<file path="src/design/rbs_delay.sv">
// Sideband delay line that follows the pipeline stage enables.
`timescale 1ns / 1ps
module rbs_delay
  #(parameter int WIDTH = 8,
    parameter int DEPTH = 4)
  (
    input  logic             clk,
    input  logic [DEPTH-1:0] en,
    input  logic [WIDTH-1:0] d,
    output logic [WIDTH-1:0] q
  );

  logic [WIDTH-1:0] tap [DEPTH];

  // one register per stage, loaded when that stage advances
  always_ff @(posedge clk) begin
    for (int i = 0; i < DEPTH; i++) begin
      if (en[i]) begin
        tap[i] <= (i == 0) ? d : tap[(i == 0) ? 0 : i - 1];
      end
    end
  end

  assign q = tap[DEPTH-1];

endmodule

</file>
<file path="config.mk">
export PLATFORM = sky130hd
export DESIGN_NAME = rbs_delay
export DESIGN_NICKNAME = d
export VERILOG_FILES = /design/src/design/rbs_delay.sv
export SDC_FILE = /design/constraint.sdc
export NUM_CORES = 1
export LEC_CHECK = 0
export BUFFER_PORTS_ARGS = -buffer_cell sky130_fd_sc_hd__buf_2
export CORE_MARGIN = 2
export CORE_UTILIZATION = 34
export CTS_BUF_LIST = sky130_fd_sc_hd__clkbuf_4
export DETAILED_ROUTE_END_ITERATION = 10
export GPL_TIMING_DRIVEN = 0
export PLACE_DENSITY = 0.54
export SYNTH_ARGS = -nofsm -noshare
export SYNTH_HDL_FRONTEND = slang
export SYNTH_SLANG_ARGS = --single-unit
</file>
<file path="constraint.sdc">
create_clock -name clk -period 0.91 [get_ports clk]
set_clock_uncertainty 0.2 [all_clocks]
set_input_delay 0.0455 -clock clk [delete_from_list [all_inputs] [get_ports clk]]
set_output_delay 0.0455 -clock clk [all_outputs]
set_load 0.02 [all_outputs]
</file>
## After elaboration in Yosys (flattened, before gate mapping)

Memories as Yosys holds them, arrays and structs flattened.
Cells that the tools add are included.

| operators by class | value |
|---|---|
| mux-type cells | 8 |

Operators with widths:

| kind | number |
|---|---|
| $mux 1 | 8 |

| word-level totals | value |
|---|---|
| input bits | 13 |
| memories kept | 1 |
| RAM bits | 32 |
| register bits after elaboration | 0 |

Memory list:

| name | words | width | rd ports | clocked after memory_dff | write ports | RTL line | RTL |
|---|---|---|---|---|---|---|---|
| tap | 4 | 8 | 4 | 0 | 4 | 13 | `logic [WIDTH-1:0] tap [DEPTH];` |

## Longest topological paths before layout

Gate-level depths: netlist of the first run.

| depth | value |
|---|---|
| word-level depth | 2 |
| mapped depth | 0 |
| mapped depth without buffers | 0 |

## Worst setup path before layout of the first run

OpenSTA, ideal clock, no wires.

| path | value |
|---|---|
| path type | flip-flop to flip-flop |
| start | mem tap[0][0] |
| end | mem tap[1][0], data pin |
| path buffers | 0 |
| slack | 121 ps |
| arrival time | 323 ps |
| cell stages (with the launch flop) | 1 |
| library setup time | 266 ps |
| data required time | 444 ps |
| cell sequence | edfxtp_1 |

RTL lines:

| element | RTL line |
|---|---|
| start, declared | 13 |

==> results.json, run 1 <==
{
  "multiInputGateArea_um2": 0,
  "routed_wl_um": 896,
  "post_cts.repair.setup_buffers": 0,
  "fin_hold_ws_ps": -134.9,
  "vias": 401,
  "largest_reg_flops": 32,
  "ant_nets": 0,
  "p_leak_nw": 0.4578,
  "gp_congestion": 0.6012,
  "cp.required_ps": 660,
  "ctsHoldBuffers": 8,
  "ff2ff_path_depth": 0,
  "reg_top3": "tap: 32 flops",
  "slowest_stage": "edfxtp_1",
  "grt_setup_unrepaired": "true",
  "grtUsageTotal": 0.06880,
  "rows": 19,
  "period_share": 1.180,
  "clock_latency_ps": 300,
  "maxCapViolations": 0,
  "worst-path-buf-inv": 1,
  "yosysUniqueCellTypes": 1,
  "fin_nets": 80,
  "slew_viol_final": 0,
  "cts_made_buffers": 5,
  "grt-ovfl-total": 0,
  "p_per_area_nw_per_um2": 2032,
  "r2r_start": "tap[2][3]",
  "syn_inst": 32,
  "yosysSeqAreaShare": 1.000,
  "layout_common_cells": "edfxtp_1 (32), buf_2 (17), dlygate4sd3_1 (8)",
  "core_um2": 2710,
  "path_class": "reg2out",
  "portBuffers": 20,
  "tightest_slew_ps": 165.5,
  "setup_viol": 8,
  "violations": "negative hold slack, negative setup slack",
  "areaGrowthSynthToFinish_pct": 29.43,
  "drc": 0,
  "synth_area_um2": 960.9,
  "regMostFlops": "tap",
  "cts_root_buffer": "clkbuf_4",
  "holdCritPathClass": "in2reg",
  "fill_cells": 249,
  "regArea_um2": 960.9,
  "clk_pin_slew_ps": 90,
  "reg2reg_to": "tap[3][3]",
  "grt_max_degree": 10,
  "dr.first_iter.drc_count": 1,
  "met1_usage": 0.04923,
  "final_common_cell": "edfxtp_1",
  "status": "finished with violations",
  "fin_crit_ps": 1074,
  "htreeDepth": 2,
  "vias_per_cell": 4.092,
  "synth_nets": 45,
  "holdPathEnd": "tap[1][7]",
  "die_w_um": 57.16,
  "path_delay_family": "flip-flops",
  "finalWorstSetupSlack_ps": -164.1,
  "nMultiInputCombCells": 0,
  "hold_viol": 32,
  "antenna_found_initial": 0,
  "cp.arrival_ps": 830,
  "drive_gt1_frac": 0.3731,
  "die_area_um2": 3267,
  "ys.warnings.count": 0,
  "fin_util": 0.4589,
  "ir_drop_mv": 1.160,
  "use_met3": 0.05442,
  "grt_pass1_vias": 379,
  "grt_pass1_wl_um": 1504,
  "synth.avg_cell_area_um2": 30.03,
  "slew_headroom": 0.8896,
  "fmax_mhz": 931.0,
  "worst-r2r-setup-slack_ps": 70,
  "p_total_mw": 2.527,
  "cp-end-kind": "output port",
  "hp-start": "en[1]",
  "path_cells": "buf_6",
  "critical_path_peak_fanout": 1,
  "hold_depth": 1,
  "io_pins": 21,
  "startpoint_type": "register",
  "start_util": 0.3546,
  "yosys_register_bits": 32,
  "cts_tree": "done",
  "grt.busiest_layer": "met2",
  "cts.sinks": 32,
  "slowest_delay_ps": 390,
  "firstDrtPassIters": 2,
  "die_y_um": 57.16,
  "drt-wirelength-per-cell_um": 9.143,
  "cts_buffer_depth": 2,
  "antenna_cells": 0,
  "met2_usage": 0.1166
}
## worst max path at each step
stage,from,end,cells past startpoint
global placement,tap[2][5],tap[3][5],0
detailed placement,tap[2][3],tap[3][3],0
global route,tap[3][1],q[1],1
CTS,tap[3][1],q[1],1
finish,tap[3][1],q[1],1
floorplan,tap[0][0],tap[1][0],0
## metrics by stage
stage	hold WS [ps]	instance area (µm²)	TNS [ps]	worst slack, ps	std cells
3_5_place_dp	23.95	1100	0	77.56	83
4_1_cts	-140.8	1225	-1445	-191.1	98
2_1_floorplan	-55.63	960.9	0	121.2	32
3_3_place_gp	21.42	1100	0	112.8	83
6_report	-134.9	1244	-1238	-164.1	98
5_1_grt	-150.8	1244	-1705	-229.0	98
## routing by layer
layer	vias to the layer above	wire length [µm]
met2	17	499
met4	0	8
met3	2	68
met1	182	320
li1	200	-
met5	-	0
## power breakdown
group / internal [mW] / leakage (nW) / total, mW / switching (mW)
sequential: 1.73 / 0.313 / 1.75 / 0.0208
combinational: 0.0618 / 0.118 / 0.124 / 0.0626
clock: 0.269 / 0.0261 / 0.648 / 0.379
total: 2.06 / 0.458 / 2.53 / 0.463
## what timing repair did
action | in CTS | in global routing
resized for setup | 0 | 6
hold endpoints to repair | 40 | 32
setup endpoints to repair | 8 | 8
## synthesized netlist by cell type (all sizes together)
library cell,instances,share of area
edfxtp,32,1.0
## final cells by class
cell class | count | area share
Sequential cell | 32 | 0.7726
Clock inverter | 2 | 0.006036
Tap cell | 31 | 0.03119
Timing Repair Buffer | 28 | 0.1600
Clock buffer | 5 | 0.03018
## cells by family after synthesis
| logic type | after synthesis | synth area share |
|---|---|---|
| DFF | 32 | 1.000 |
Note: power is estimated with default switching activity, not from simulation.
==> run 2, diff against run 1 <==
Settings changed: CORE_ASPECT_RATIO from default to 0.8.
==> results.json, run 2 (synthesis gave the netlist of run 1 again) <==
{
  "status": "finished with violations",
  "violations": "negative hold slack, negative setup slack",
  "p_leak_nw": 0.4504,
  "fin_nets": 80,
  "core_um2": 2723,
  "ir_drop_mv": 1.014,
  "fin_util": 0.4527,
  "period_share": 1.176,
  "holdCritPathClass": "in2reg",
  "p_total_mw": 2.495,
  "antenna_cells": 0,
  "fin_area_um2": 1232,
  "cts_root_buffer": "clkbuf_4",
  "place_area_um2": 1109,
  "finalWorstSetupSlack_ps": -160.2,
  "drt-wirelength-per-cell_um": 8.932,
  "die_y_um": 51.55,
  "final_cells": 103,
  "grt_setup_unrepaired": "true",
  "path_cells": "buf_2",
  "routed_wl_um": 920,
  "dp.cells": 90,
  "startpoint_type": "register",
  "layout_common_cells": "edfxtp_1 (32), buf_2 (19), dlygate4sd3_1 (8)",
  "slew_headroom": 0.8836,
  "hold_viol": 32,
  "rows": 17,
  "areaGrowthSynthToFinish_pct": 28.25,
  "cts_tree": "done",
  "multiInputGateArea_um2": 0,
  "p_per_area_nw_per_um2": 2025,
  "setup_tns_ps": -1238,
  "reg_top3": "tap: 32 flops",
  "grtUsageTotal": 0.07824,
  "start_util": 0.3529,
  "tightest_slew_ps": 174.7,
  "die_w_um": 63.44,
  "slowest_delay_ps": 360,
  "regMostFlops": "tap",
  "pre_cts_ws_ps": 98.86,
  "antenna_found_initial": 0,
  "drive_gt1_frac": 0.3846,
  "setup_viol": 8,
  "fmax_mhz": 934.4,
  "maxCapViolations": 0,
  "grt_pass1_wl_um": 1676,
  "nMultiInputCombCells": 0,
  "cp.arrival_ps": 820,
  "vias": 379,
  "grt_max_degree": 9,
  "cp.required_ps": 660,
  "drc": 0,
  "fill_cells": 253,
  "firstDrtPassIters": 1,
  "slew_viol_final": 0,
  "dr.first_iter.drc_count": 0,
  "fin_hold_ws_ps": -139.2,
  "worst-path-buf-inv": 1,
  "slowest_stage": "edfxtp_1",
  "grt-ovfl-total": 0,
  "htreeDepth": 2,
  "clock_latency_ps": 310,
  "critical_path_peak_fanout": 1,
  "ant_nets": 0,
  "clk_pin_slew_ps": 80,
  "cts.sinks": 32,
  "largest_reg_flops": 32,
  "cts_made_buffers": 5,
  "final_common_cell": "edfxtp_1",
  "portBuffers": 20,
  "cts_buffer_depth": 2,
  "fin_crit_ps": 1070,
  "io_pins": 21,
  "grt_pass1_vias": 411,
  "cp-end-kind": "output port",
  "ctsHoldBuffers": 8,
  "path_delay_family": "flip-flops",
  "die_area_um2": 3270,
  "vias_per_cell": 3.680,
  "gp_congestion": 0.6003,
  "path_class": "reg2out"
}
run 2: cell types whose count changed in the layout (fill, tap and decap cells not counted), sizes merged:
cell	change
clkinv	-2
run 2: power breakdown:
group	switching [mW]	internal, mW	total, mW
registers	0.0194	1.73	1.75
clock network	0.366	0.257	0.623
logic	0.0632	0.0562	0.119
run 2: layer usage:
| metal | vias up | routed length (µm) | track usage |
|---|---|---|---|
| met1 | 153 | 348 | 0.06755 |
| met2 | 25 | 428 | 0.1211 |
| met3 | 6 | 100 | 0.04545 |
| met5 | - | 0 | 0 |
| li1 | 195 | - | - |
| met4 | 0 | 43 | 0.08696 |
run 2: worst paths after layout:
path,start,end,slack (ps),cells after the start
setup / recovery,tap[3][4],q[4],-160,1
hold / removal,en[0],tap[0][1],-140,1
setup reg to reg,tap[1][3],tap[2][3],80,0
hold reg to reg,tap[2][6],tap[3][6],220,0
run 2: final cells by class:
class / instances / area [µm²] / area share
flip-flops and latches: 32 / 960.9 / 0.7797
repair buffers: 28 / 186.4 / 0.1513
well taps: 38 / 47.55 / 0.03858
clock buffers: 5 / 37.54 / 0.03046
run 2: what timing repair did:
item                                    in CTS  in global routing
buffers inserted                             0                  0
resized for setup                            0                  2
endpoints found under the setup margin       8                  8
pin swaps                                    0                  0
hold endpoints to repair                    40                 32
