$ cat src/design/rbs_pkg.sv
// Package: shared types, constants and a compare helper for the ray/box slab test.
`timescale 1ns / 1ps
package rbs_pkg;

  localparam int COORD_W = 32;
  localparam int FRAC_W  = 16;
  localparam int CFG_IDX_W = 3;

  typedef logic signed [COORD_W-1:0] coord_t;

  // Configuration register indexes
  typedef enum logic [CFG_IDX_W-1:0] {
    CFG_BOX_MIN_X = 3'd0,
    CFG_BOX_MIN_Y = 3'd1,
    CFG_BOX_MIN_Z = 3'd2,
    CFG_BOX_MAX_X = 3'd3,
    CFG_BOX_MAX_Y = 3'd4,
    CFG_BOX_MAX_Z = 3'd5
  } cfg_idx_t;

  localparam coord_t ONE_FX     = coord_t'(1 << FRAC_W);
  localparam coord_t NEG_ONE_FX = -coord_t'(1 << FRAC_W);
  localparam coord_t COORD_MAX  = {1'b0, {(COORD_W-1){1'b1}}};
  localparam coord_t COORD_MIN  = {1'b1, {(COORD_W-1){1'b0}}};

  typedef struct packed {
    coord_t origin_x;
    coord_t origin_y;
    coord_t origin_z;
    coord_t dir_x;
    coord_t dir_y;
    coord_t dir_z;
  } in_t;

  typedef struct packed {
    logic   hit;
    coord_t hit_distance;
  } out_t;

  // Distance class; encoding order matches numeric order
  typedef enum logic [1:0] {
    CLS_NEG_INF = 2'd0,
    CLS_FINITE  = 2'd1,
    CLS_POS_INF = 2'd2
  } dcls_t;

  typedef struct packed {
    dcls_t  cls;
    coord_t v;
  } dist_t;

  // a < b over extended distances
  function automatic logic dist_lt(input dist_t a, input dist_t b);
    logic res;
    if (a.cls != b.cls) begin
      res = (a.cls < b.cls);
    end else begin
      res = (a.cls == CLS_FINITE) && (a.v < b.v);
    end
    return res;
  endfunction

endpackage

$ cat src/design/rbs_div.sv
// Pipelined restoring divider: saturated fixed-point (n << FRAC) / d with sign.
`timescale 1ns / 1ps
module rbs_div
  import rbs_pkg::*;
  #(parameter int STEPS = 4,
    localparam int QB   = COORD_W + 1,
    localparam int NSTG = (QB + STEPS - 1) / STEPS,
    localparam int DS   = NSTG + 2)
  (
    input  logic             clk,
    input  logic [DS-1:0]    en,
    input  logic [COORD_W:0] n,
    input  logic [COORD_W-1:0] d,
    input  logic             neg,
    output coord_t           slab_d
  );

  typedef struct packed {
    logic               ovf;
    logic               neg;
    logic [COORD_W-1:0] dv;
    logic [COORD_W-1:0] rem;
    logic [QB-1:0]      feed;
    logic [QB-1:0]      quo;
  } dstate_t;

  dstate_t stg [NSTG+1];
  dstate_t pre;

  // setup: overflow check on the high dividend part, seed remainder
  always_comb begin
    pre.ovf  = {{(COORD_W-FRAC_W){1'b0}}, n[COORD_W:COORD_W+1-FRAC_W]} >= d;
    pre.neg  = neg;
    pre.dv   = d;
    pre.rem  = {{(COORD_W-FRAC_W){1'b0}}, n[COORD_W:COORD_W+1-FRAC_W]};
    pre.feed = {n[COORD_W-FRAC_W:0], {FRAC_W{1'b0}}};
    pre.quo  = '0;
  end

  always_ff @(posedge clk) begin
    if (en[0]) begin
      stg[0] <= pre;
    end
  end

  // up to STEPS quotient bits per stage
  for (genvar k = 1; k <= NSTG; k++) begin : g_stage
    dstate_t nx;
    always_comb begin
      logic [COORD_W:0] r;
      logic             qb;
      nx = stg[k-1];
      for (int i = 0; i < STEPS; i++) begin
        if ((k - 1) * STEPS + i < QB) begin
          r  = {nx.rem, nx.feed[QB-1]};
          qb = (r >= {1'b0, nx.dv});
          if (qb) begin
            r = r - {1'b0, nx.dv};
          end
          nx.rem  = r[COORD_W-1:0];
          nx.feed = {nx.feed[QB-2:0], 1'b0};
          nx.quo  = {nx.quo[QB-2:0], qb};
        end
      end
    end
    always_ff @(posedge clk) begin
      if (en[k]) begin
        stg[k] <= nx;
      end
    end
  end

  // saturate and apply sign
  logic [COORD_W-1:0] cap;
  logic [COORD_W-1:0] mag;
  always_comb begin
    cap = stg[NSTG].neg ? COORD_MIN : COORD_MAX;
    if (stg[NSTG].ovf || (stg[NSTG].quo > {1'b0, cap})) begin
      mag = cap;
    end else begin
      mag = stg[NSTG].quo[COORD_W-1:0];
    end
  end

  always_ff @(posedge clk) begin
    if (en[DS-1]) begin
      slab_d <= stg[NSTG].neg ? coord_t'(-mag) : coord_t'(mag);
    end
  end

endmodule

$ cat config.mk
export PLATFORM = sky130hd
export DESIGN_NAME = rbs_div
export DESIGN_NICKNAME = d
export VERILOG_FILES = /design/src/design/rbs_pkg.sv /design/src/design/rbs_div.sv
export SDC_FILE = /design/constraint.sdc
export NUM_CORES = 2
export LEC_CHECK = 0
export ABC_CLOCK_PERIOD_IN_PS = 18700
export BUFFER_PORTS_ARGS = -buffer_cell sky130_fd_sc_hd__buf_2
export CAP_MARGIN = 20
export CORE_MARGIN = 4
export CORE_UTILIZATION = 51
export DETAILED_ROUTE_END_ITERATION = 12
export GPL_TIMING_DRIVEN = 0
export MAX_ROUTING_LAYER = met4
export PLACE_DENSITY_LB_ADDON = 0.08
export SETUP_SLACK_MARGIN = 0.5
export SLEW_MARGIN = 20
export SYNTH_ARGS = -nofsm -noshare
export SYNTH_HDL_FRONTEND = slang
export SYNTH_SLANG_ARGS = --single-unit
$ cat constraint.sdc
create_clock -name clk -period 18.7 [get_ports clk]
set_clock_uncertainty 0.15 [all_clocks]
set_input_delay 1.87 -clock clk [delete_from_list [all_inputs] [get_ports clk]]
set_output_delay 1.87 -clock clk [all_outputs]
set_load 0.01 [all_outputs]
* Word-level counts from Yosys, hierarchy flattened
Memories as Yosys holds them, arrays and structs flattened. Index checks and enable logic that the tools add are counted.
Word-level totals: register bits after elaboration 32, RAM bits 1310, input bits 78, output and inout port bits 32, memories 1
Operators by class: $add $sub $neg 34, $lt $le $gt $ge 35, mux-type cells 56, reductions and logical operators 1
Memory list:
- stg | words 10, bits a word 131, read ports 10, clocked after memory_dff 0, wr ports 10, line rbs_div.sv:27 | dstate_t stg [NSTG+1];
Operator list (number):
- 32-bit two-way mux | 36
- 33-bit by 32-bit >= comparator with 1-bit output | 33
- 32-bit subtractor | 33
- 33-bit by 32-bit greater-than comparator with 1-bit output | 1
- 16-bit by 32-bit >= comparator with 1-bit output | 1
- 32-bit negator | 1
- 1-bit two-way mux | 20
- 1-bit logical OR | 1

* Longest topological paths before layout
An unclocked memory read counts as a cell.
depth in word-level cells 9, gate-level depth with buffers 63, depth with buffers taken out 60

* Worst setup path after synthesis
No wires, ideal clock.
path kind register -> register, start memory stg[2][106] (netlist name), end memory stg[3][71] (netlist name), data pin, setup time 0.262 ns, arrival 12.626 ns, required time 18.288 ns, slack 5.662 ns, cell stages (with the launch flop) 60, buffers on the path 8, path through edfxtp_1 inv_1 ha_1 nand3_1 or3_4 a2111oi_2 nor2_1 a2111oi_4 o41ai_2 and2_1 buf_2 inv_2 buf_2 mux2_2 ha_1 a21o_1 a211o_1 nor2_1 [... 24 more ...] o21ai_0 ha_1 a21o_1 a21o_1 a221o_1 a21oi_1 nand2b_1 a31oi_1 a21oi_1 a21boi_0 o21ai_0 nand2b_1 a211o_1 a211oi_4 nand2b_1 buf_4 buf_6 mux2_1
RTL lines (line):
- from (decl) | rbs_div.sv:27

==> impl_metrics.yaml <==
grt:
  grtUsageTotal_pct: 33.1
  grt_use_met1_pct: 40.4
  grt_pass1_vias: 73800
  grt_max_degree: 75
  antenna_found_initial: 5
  met3_usage_pct: 3.30
  gr-max-usage-layer: "met2"
  use_met2_pct: 55.5
  overflow: 0
  grt_pass1_wl_um: 446000
floorplanning:
  ios: 110
  die_x_um: 424
  coreArea_mm2: 0.172
  std_cell_rows: 152
  initial_core_util_pct: 51.4
  die_height_um: 424
  dieArea_mm2: 0.180
hold_path:
  min_path_type: "reg2reg"
yosys:
  avgSynthCellArea_um2: 8.94
  synth_area_mm2: 0.0882
  synth_cell_types: 111
  ys_async_sr_fraction_pct: 0
  synth_top_flop_cell: "edfxtp_1"
  syn_inst: 9869
  ys_seq_elements: 834
  ys_seq_area_share_pct: 28.4
  ys_warn_count: 0
  synth_fp_nets: 11000
  synth-edff-count: 834
sta:
  maxSlewViolCount: 0
  setup_violations: 0
  tightest_slew_ns: 1.10
  post-route-min-period_ns: 17.31
  tns_ns: 0
  slew-limit-headroom_pct: 25.9
  timing_hold_violations_final: 0
  rsz0062_at_grt: "false"
  max_freq_ghz: 0.0578
  fin_crit_sh_pct: 92.6
route:
  wl_per_cell_um: 23.9
  drc: 0
  wl_um: 299000
  avgViaCountPerCell: 6.17
  dr_total_vias: 76900
  ant_nets: 0
  first_pass_iters: 7
  drt_iter0_markers: 6573
cts:
  clock_sinks: 834
  clock_latency_ns: 0.75
  cts_tree: "yes"
  cts_inserted_buffers: 94
  clk_pin_slew_worst_paths_ns: 0.06
  cts_root_buffer: "clkbuf_16"
  cts_hold_buffers: 0
  htree_levels: 3
  cts_buffer_depth: 3
setup_path:
  crit_top_cell: "o21ai_0"
  cp.arrival_ns: 17.53
  crit_required_ns: 18.92
  start_kind: "flop"
  slowest_delay_ns: 0.61
  crit_path_end_kind: "flop"
  cp_max_fo: 10
  cp_slowest_cell: "a211oi_4"
  critical_path_class: "reg2reg"
layout:
  mostFrequentLayoutCell: "ha_1"
  final_cell_mix: "ha_1, a21oi_1, edfxtp_1"
  area_delta_synth_final_pct: 7.90
  drive_gt1_share_pct: 8.93
  final_nets: 11300
run_status:
  status: "completed"
run:
  cap_violations: 0
placed_design:
  port_buffers: 109
  dp_hpwl_um: 246000
  gp_congestion: 0.989
## kinds of logic after synthesis
family / after synthesis / synth area share, %
fa+ha+maj: 1099 / 15.8
compound gates: 3116 / 22.6
buf+inv: 832 / 3.71
flops: 834 / 28.4
simple gates: 2608 / 14.2
xor+xnor: 824 / 8.18
mux: 556 / 7.11
## state kept, by name, summed over array words and instances (netlist names)
register / cells
slab_d: 32
stg: 802
## what timing repair did
action / CTS / global route
setup endpoints to repair: 0 / 164
resized for setup: 0 / 30
setup buffers: 0 / 2
## critical path, delay by kind of cell (launching register included)
family / cells / cell delay [ns]
buffers and inverters: 11 / 2.68
flip-flops: 1 / 0.53
multiplexers: 1 / 0.42
AND/OR/NAND/NOR: 10 / 2.26
AO/OA/AOI/OAI: 32 / 9.34
adder cells (fa/ha/maj): 4 / 1.50
## synthesized netlist by cell type, drive strengths merged, types with 135 or more instances
library cell	count	area share (%)
a21oi	905	5.1
o21bai	145	1.2
nor2b	135	0.96
nand2	725	3.1
xnor2	551	5.5
a21o	479	4.1
inv	615	2.6
mux2	508	6.6
o21a	177	1.5
nand4	144	1.0
xor2	273	2.7
nand3	172	0.98
edfxtp	834	28
o21ai	700	4.0
nor3	175	1.0
nand2b	151	1.1
clkbuf	142	0.60
ha	1078	15
nor2	701	3.0
## per-stage QoR
stage | std cells | worst slack (ns) | util (%) | instance area (um2) | hold slack, ns
5_1_grt | 12500 | 0.524 | 55.4 | 95200 | 0.255
6_report | 12500 | 1.39 | 55.4 | 95200 | 0.255
2_1_floorplan | 9869 | 5.66 | - | 88200 | 0.250
4_1_cts | 12500 | 0.593 | 55.4 | 95100 | 0.247
3_5_place_dp | 12300 | 0.769 | 53.6 | 92000 | 0.255
3_3_place_gp | 12300 | 0.753 | 53.4 | 91700 | 0.251
## layout make-up
type | instances | area, um2
Multi-Input combinational cell | 8203 | 60000
Clock buffer | 104 | 2410
Sequential cell | 834 | 25000
Clock inverter | 66 | 688
Timing Repair Buffer | 122 | 877
Antenna cell | 3 | 7.51
Buffer | 214 | 972
Inverter | 618 | 2320
Fill cell | 15800 | 76500
Tap cell | 2310 | 2890
## path summary, 6_finish.rpt
path          startpoint    endpoint  slack (ns)  depth (start not counted)
min           stg[4][13]  stg[5][17]        0.25                          0
max          stg[2][108]  stg[3][91]        1.39                         58
max reg2reg  stg[2][108]  stg[3][91]        1.39                         58
min reg2reg   stg[4][13]  stg[5][17]        0.25                          0
## routing by layer
metal  share of wire [%]  vias up
met5                   0        -
met4                 5.6        0
li1                    -    37200
met3                 5.0      643
met1                  42    36700
met2                  47     2351
Power is left out: the tool's default activity adds up to more than one toggle a clock period on the data nets, which glitch-free logic cannot reach.
